**src/sv/xbd_pkg.sv**
```systemverilog
// ----------------------------------------------------------------------------
// xbd_pkg
// Shared constants, stage record and helpers for the XTEA block decrypter.
// ----------------------------------------------------------------------------
`default_nettype none

package xbd_pkg;

    localparam int ROUNDS     = 32;
    // one register stage per half round
    localparam int NUM_STAGES = 2 * ROUNDS;

    localparam logic [31:0] XTEA_DELTA = 32'h9E3779B9;
    localparam logic [31:0] KEY_MIX1   = 32'hDEADBEEF;
    localparam logic [31:0] KEY_MIX2   = 32'hCAFEBABE;
    localparam logic [31:0] KEY_MIX3   = 32'hFEEDFACE;

    localparam logic [3:0] FULL_COUNT = 4'd8;

    typedef enum logic [1:0] {
        KEY_W0 = 2'd0,
        KEY_W1 = 2'd1,
        KEY_W2 = 2'd2,
        KEY_W3 = 2'd3
    } t_key_sel;

    typedef struct packed {
        logic        valid;
        logic        full;   // eight bytes: XTEA, else tail already masked
        logic [3:0]  count;
        logic [31:0] v1;
        logic [31:0] v0;
    } t_stage;

    // Running sum seen by half-round stage s (even: before the delta step,
    // odd: after it).
    function automatic logic [31:0] xbd_stage_sum(input int s);
        logic [31:0] steps;
        steps = 32'(ROUNDS - (s / 2) - (s % 2));
        return XTEA_DELTA * steps;
    endfunction

    function automatic logic [31:0] xbd_key_word(input logic [31:0] mkey,
                                                 input logic [1:0]  idx);
        logic [31:0] w;
        case (t_key_sel'(idx))
            KEY_W0:  w = mkey;
            KEY_W1:  w = mkey ^ KEY_MIX1;
            KEY_W2:  w = mkey ^ KEY_MIX2;
            KEY_W3:  w = mkey ^ KEY_MIX3;
            default: w = mkey;
        endcase
        return w;
    endfunction

endpackage

`default_nettype wire

```
**src/sv/xbd_round.sv**
```systemverilog
// ----------------------------------------------------------------------------
// xbd_round
// One XTEA half round with its output register and round key register.
// ----------------------------------------------------------------------------
`default_nettype none

module xbd_round import xbd_pkg::*; (
    input  logic        i_clk,
    input  logic        i_rst_n,
    input  logic        i_en,
    input  logic        i_odd,
    input  logic [31:0] i_sum,
    input  logic [31:0] i_mkey_nxt,
    input  t_stage      i_stage,
    output t_stage      o_stage
);

    logic [31:0] r_rkey;
    logic [31:0] n_rkey;
    logic [1:0]  w_kidx;
    logic [31:0] w_src;
    logic [31:0] w_dst;
    logic [31:0] w_mix;
    logic [31:0] w_res;
    t_stage      r_stage;
    t_stage      n_stage;

    // sum + key word is fixed per stage; fed from the next master key value
    // so it is current on the cycle after a write
    always_comb begin
        w_kidx = i_odd ? i_sum[1:0] : i_sum[12:11];
        n_rkey = i_sum + xbd_key_word(i_mkey_nxt, w_kidx);
    end

    always_comb begin
        w_src = i_odd ? i_stage.v1 : i_stage.v0;
        w_dst = i_odd ? i_stage.v0 : i_stage.v1;
        w_mix = (((w_src << 4) ^ (w_src >> 5)) + w_src) ^ r_rkey;
        w_res = w_dst - w_mix;
        n_stage = i_stage;
        if (i_stage.full) begin
            if (i_odd) begin
                n_stage.v0 = w_res;
            end else begin
                n_stage.v1 = w_res;
            end
        end
    end

    always_ff @(posedge i_clk) begin
        r_rkey <= n_rkey;
    end

    always_ff @(posedge i_clk) begin
        if (!i_rst_n) begin
            r_stage.valid <= 1'b0;
        end else if (i_en) begin
            r_stage <= n_stage;
        end
    end

    assign o_stage = r_stage;

endmodule

`default_nettype wire

```
**config.mk**
```make
export PLATFORM = sky130hd
export DESIGN_NAME = xbd_round
export DESIGN_NICKNAME = d
export VERILOG_FILES = /design/src/sv/xbd_pkg.sv /design/src/sv/xbd_round.sv
export SDC_FILE = /design/constraint.sdc
export NUM_CORES = 1
export LEC_CHECK = 0
export BUFFER_PORTS_ARGS = -buffer_cell sky130_fd_sc_hd__clkbuf_2
export CAP_MARGIN = 20
export CORE_MARGIN = 3
export CORE_UTILIZATION = 35
export DETAILED_ROUTE_END_ITERATION = 6
export MAX_ROUTING_LAYER = met4
export PLACE_DENSITY = 0.65
export SLEW_MARGIN = 20
export SYNTH_ARGS = -nofsm -noshare
export SYNTH_HDL_FRONTEND = slang
export SYNTH_SLANG_ARGS = --single-unit
```
**constraint.sdc**
```tcl
create_clock -name i_clk -period 9.3 [get_ports i_clk]
set_input_delay 2.325 -clock i_clk [delete_from_list [all_inputs] [get_ports i_clk]]
set_output_delay 2.325 -clock i_clk [all_outputs]
set_load 0.03 [all_outputs]
```
==> Yosys cells after proc, flatten, opt, wreduce, memory -nomap -nowiden <==
Cells that the tools add are included.
{ "totals": {"output_inout_bits": 70, "wordCells": 26, "ff_bits": 102} }
{ "classes": {"eq_ne": 3, "mux": 7, "n_reduce_logical": 2, "bitwise_logic": 5, "add_sub_neg": 3} }
{ "op_table": {"columns": ["op", "n"], "rows": [
  ["32-bit 2-to-1 mux", 4],
  ["32-bit case mux with 4 select lines", 1],
  ["32-bit adder", 2],
  ["64-bit 2-to-1 mux", 1],
  ["24-bit inverter", 2],
  ["32-bit subtractor", 1],
  ["32-bit by 27-bit XOR with 32-bit output", 1],
  ["32-bit XOR", 1],
  ["22-bit inverter", 1],
  ["2-bit equality test (second input constant)", 2],
  ["2-bit by 1-bit equality test with 1-bit output (second input constant)", 1],
  ["2-bit zero test", 1],
  ["2-bit 2-to-1 mux", 1],
  ["2-bit AND reduction", 1]
]} }

==> Logic depth before layout (Yosys ltp) <==
{ "logic_depth": {"word_depth": 7, "ltp_mapped": 28, "ltp_nobuf": 24} }

==> Worst setup path after synthesis <==
Ideal clock, no wire load.
{ "synth_timing": {"path_kind": "input to register", "start": "in i_odd", "end": "reg r_stage, in the netlist o_stage[31], data pin", "path_stages": 28, "setup_slack_ns": 0.273, "setup_time_ns": 0.266, "required_time_ns": 9.034, "t_arrival_ns": 8.761, "path_buffers": 4, "cell_sequence": "clkbuf_1 > clkbuf_1 > clkbuf_1 > buf_1 > mux2_2 > ha_1 > fa_1 > a21o_1 > a21oi_1 > o211ai_1 > a31oi_2 > nand2b_1 > a21o_1 > a21o_1 > a21o_1 > a21oi_1 > xnor2_1 > ha_1 > and3_1 > and4_1 > and4_1 > and4_1 > a22o_1 > a21o_1 > or4_1 > nand3_1 > xnor2_1 > o21ai_1"} }
{ "synth_lines": {"columns": ["item", "line", "rtl"], "rows": [
  ["start: declaration", "xbd_round.sv:11", "input logic i_odd,"],
  ["end signal: assignment", "xbd_round.sv:58", "r_stage <= n_stage;"],
  ["end: declaration", "xbd_round.sv:25", "t_stage r_stage;"]
]} }

==> flow_summary.ini <==
[pwr]
peakVddDrop_v = 0.000119
power_density_nw_per_um2 = 261
p_leak_uw = 0.00524

[sta]
layout_setup_ws_ns = 1.25
hold_viol_final = 0
final-setup-viol-count = 0
fin_skew_ns = 0.0129
finalCritPeriodShare = 0.865
slew_headroom = 0.356
max_freq_mhz = 124
holdWs_ns = 0.527
rsz0062_at_grt = no
setup_tns_ns = 0
min_period_ns = 8.05
worst-slew-pin-transition_ns = 0.964
final_max_slew_viol_count = 0

[synthesis]
syn_area_um2 = 9920
synth-main-ff-cell = edfxtp_1
ys_seq_elements = 102
synth-edff-count = 69
synth_top_area_cell = edfxtp_1
synthArstFlopShare = 0
netlist_instances = 1055
synth.top_cell.area_share = 0.209
syn-mean-instance-area_um2 = 9.40
syn_nets = 1294
synthTopCellsByArea = edfxtp_1 21%, ha_1 12%, xnor2_1 9.8%
synth-seq-area-share = 0.275
ys_warn_count = 0
yosysUniqueCellTypes = 71

[critical_path]
startpoint = i_odd
r2r-end = o_stage[28]$_DFFE_PP_
startpoint_type = primary input
arrival_ns = 8.16
end_kind = flip-flop
reg2reg_depth = 14
crit_type = primary input to flip-flop
rr_startpoint = r_rkey[0]$_DFF_P_
reg2reg_setup_slack_ns = 5.62
required_ns = 9.41
crit_path_max_fanout = 21

[floorplan]
die_h_um = 174
dieArea_um2 = 30400
start_util = 0.356
design.core.area_um2 = 27900
rows = 61
die_w_um = 174
io_pins = 208

[clock_tree]
hold_buffers = 0
cts_inserted_buffers = 9
clkTransAtPathRegs_ns = 0.07
root_buffer = clkbuf_16
cts_resized = 0
cts_buffer_depth = 2
cts_setup_buffers = 0
cts_tree = done
worstSkewPairLatency_ns = 0.36
cts.sink_count = 102
ctsHtreeMaxLevel = 3

[final_layout]
fillers = 2757
diodes = 0
fin_nets = 1491
seqCellArea_um2 = 2730
fin_util = 0.419
drive_above_1_share = 0.244
areaGrowthSynthToFinish_pct = 17.6
stdcell_area_um2 = 11700
multi_input_area_um2 = 6980

[routing]
routed_via_density = 5.14
drtPass1Iterations = 5
routed-via-count = 8399
drt-total-wl_um = 26800
drtIter0Drc = 540
drc = 0
routedWlPerCell_um = 16.4
ant_nets = 0

[run_status]
status = completed

[grt]
grt_pass1_wl_um = 41500
antenna_found_initial = 0
gr-total-overflow = 0
grt_max_degree = 70
grt.total_usage = 0.174
first_global_vias = 7907

[job]
maxCapViolations = 0

[hold_path]
hp-class = flip-flop to flip-flop
hold_end = o_stage[69]$_SDFFE_PN0P_
min-delay-start = o_stage[69]$_SDFFE_PN0P_
hold_path_depth = 2

[placement]
postPlaceCellArea_um2 = 11400
post-place-ws_ns = 1.01
portBuffers = 207
dp_hpwl_um = 22200
gp_congestion = 0.944
worst max-delay path, cell delays in order:
cell and delay [ns]:
buf_4 0.25, mux2_2 0.40, ha_1 0.24, fa_1 0.46, a21o_1 0.17, a21oi_1 0.26
o211ai_1 0.19, a31oi_2 0.27, nand2b_1 0.16, a21o_1 0.21, a21o_1 0.20, a21o_1 0.18
a21oi_1 0.17, xnor2_1 0.09, ha_1 0.40, a211oi_2 0.33, o21ai_1 0.11, a211oi_1 0.24
o21ai_0 0.17, a22o_1 0.28, a21o_1 0.19, a21o_1 0.21, a21oi_1 0.29, nor4b_1 0.09
a211o_1 0.25
cell usage in the layout (no fill, tap or decap), types with 5 or more instances in the layout:
cell type / Yosys / final
o31ai_1: 6 / 6
xnor2_1: 111 / 111
inv_1: 29 / 29
clkbuf_2: 0 / 206
and4_1: 5 / 5
a21oi_1: 70 / 70
xor2_1: 69 / 69
a31oi_1: 6 / 6
o21ai_0: 88 / 88
nand2b_1: 18 / 17
and2_1: 8 / 7
edfxtp_1: 69 / 69
buf_4: 0 / 7
dfxtp_1: 33 / 33
nor3b_1: 6 / 6
nor2b_1: 12 / 12
nand4_1: 5 / 5
o21a_1: 10 / 10
o21ai_1: 7 / 7
clkbuf_16: 0 / 9
nor3_1: 9 / 9
mux2_2: 55 / 55
nand2_1: 98 / 97
nand3_1: 12 / 12
and3_1: 12 / 12
a211oi_1: 5 / 5
o21bai_1: 13 / 13
mux2i_1: 16 / 16
ha_1: 98 / 98
nor2_1: 32 / 32
a21o_1: 50 / 50
metrics by stage:
stage                     instances  power [uW]
after floorplan                1055        2190
after global routing           1635        3290
after CTS                      1635        3040
after detailed placement       1619        2660
after global placement         1619        2640
final                          1635        3050
metal layers:
metal,track usage,up-vias,share of wire
met5,-,-,0
met4,0.0439,0,0.015
met3,0.0210,30,0.051
met2,0.263,274,0.44
met1,0.247,3832,0.50
li1,-,4263,-
power breakdown:
| part | switching, uW | leakage (uW) | internal [uW] |
|---|---|---|---|
| combinational | 1190 | 0.00417 | 844 |
| clock | 180 | 0.000132 | 184 |
| sequential | 37.7 | 0.000930 | 605 |
| total | 1410 | 0.00524 | 1630 |
layout make-up:
cell class / instances / area share
Clock buffer: 9 / 0.0193
Clock inverter: 7 / 0.00483
Inverter: 29 / 0.00933
Multi-Input combinational cell: 897 / 0.599
Sequential cell: 102 / 0.234
Tap cell: 378 / 0.0405
Timing Repair Buffer: 213 / 0.0929
synthesized netlist by cell type (3+ instances only):
library cell and n:
o31ai_1 6, a221oi_1 3, o21a_1 10, o211ai_1 3, a221o_1 4, a21o_1 50
nand2_1 98, xor2_1 69, a31oi_1 6, clkbuf_1 24, nor2_1 32, buf_1 3
o21bai_1 13, xnor2_1 111, nor3_1 9, or2_2 4, mux2_2 55, inv_1 29
o21ai_1 7, a211o_1 4, and4_1 5, ha_1 98, a211oi_1 5, nand4_1 5
nand2b_1 18, and2_1 8, fa_1 3, edfxtp_1 69, dfxtp_1 33, a21oi_1 70
mux2i_1 16, nor3b_1 6, nand3_1 12, xnor3_1 4, o21ai_0 88, and3_1 12
or3_1 4, nor2b_1 12
flip-flops by register name, indices dropped and copies added (netlist names):
name	flops
o_stage	70
r_rkey	32
logic make-up (layout without fill, tap and decap cells):
kind of cell	after synthesis	after routing	share of synthesized area
simple gates	232	232	0.115
fa+ha+maj	101	101	0.130
flops	102	102	0.275
xor+xnor	186	186	0.173
mux	71	71	0.0786
buf+inv	56	258	0.0212
compound gates	307	307	0.208
worst max-delay path by stage:
stage / end / slack [ns] / cells after the start
after detailed placement: o_stage[61]$_DFFE_PP_ / 1.01 / 25
after floorplan: o_stage[31]$_DFFE_PP_ / 0.27 / 28
after global routing: o_stage[31]$_DFFE_PP_ / 0.92 / 25
after CTS: o_stage[61]$_DFFE_PP_ / 1.34 / 25
final: o_stage[61]$_DFFE_PP_ / 1.25 / 25
after global placement: o_stage[63]$_DFFE_PP_ / 1.04 / 25
Note: power is estimated with default switching activity, not from simulation.
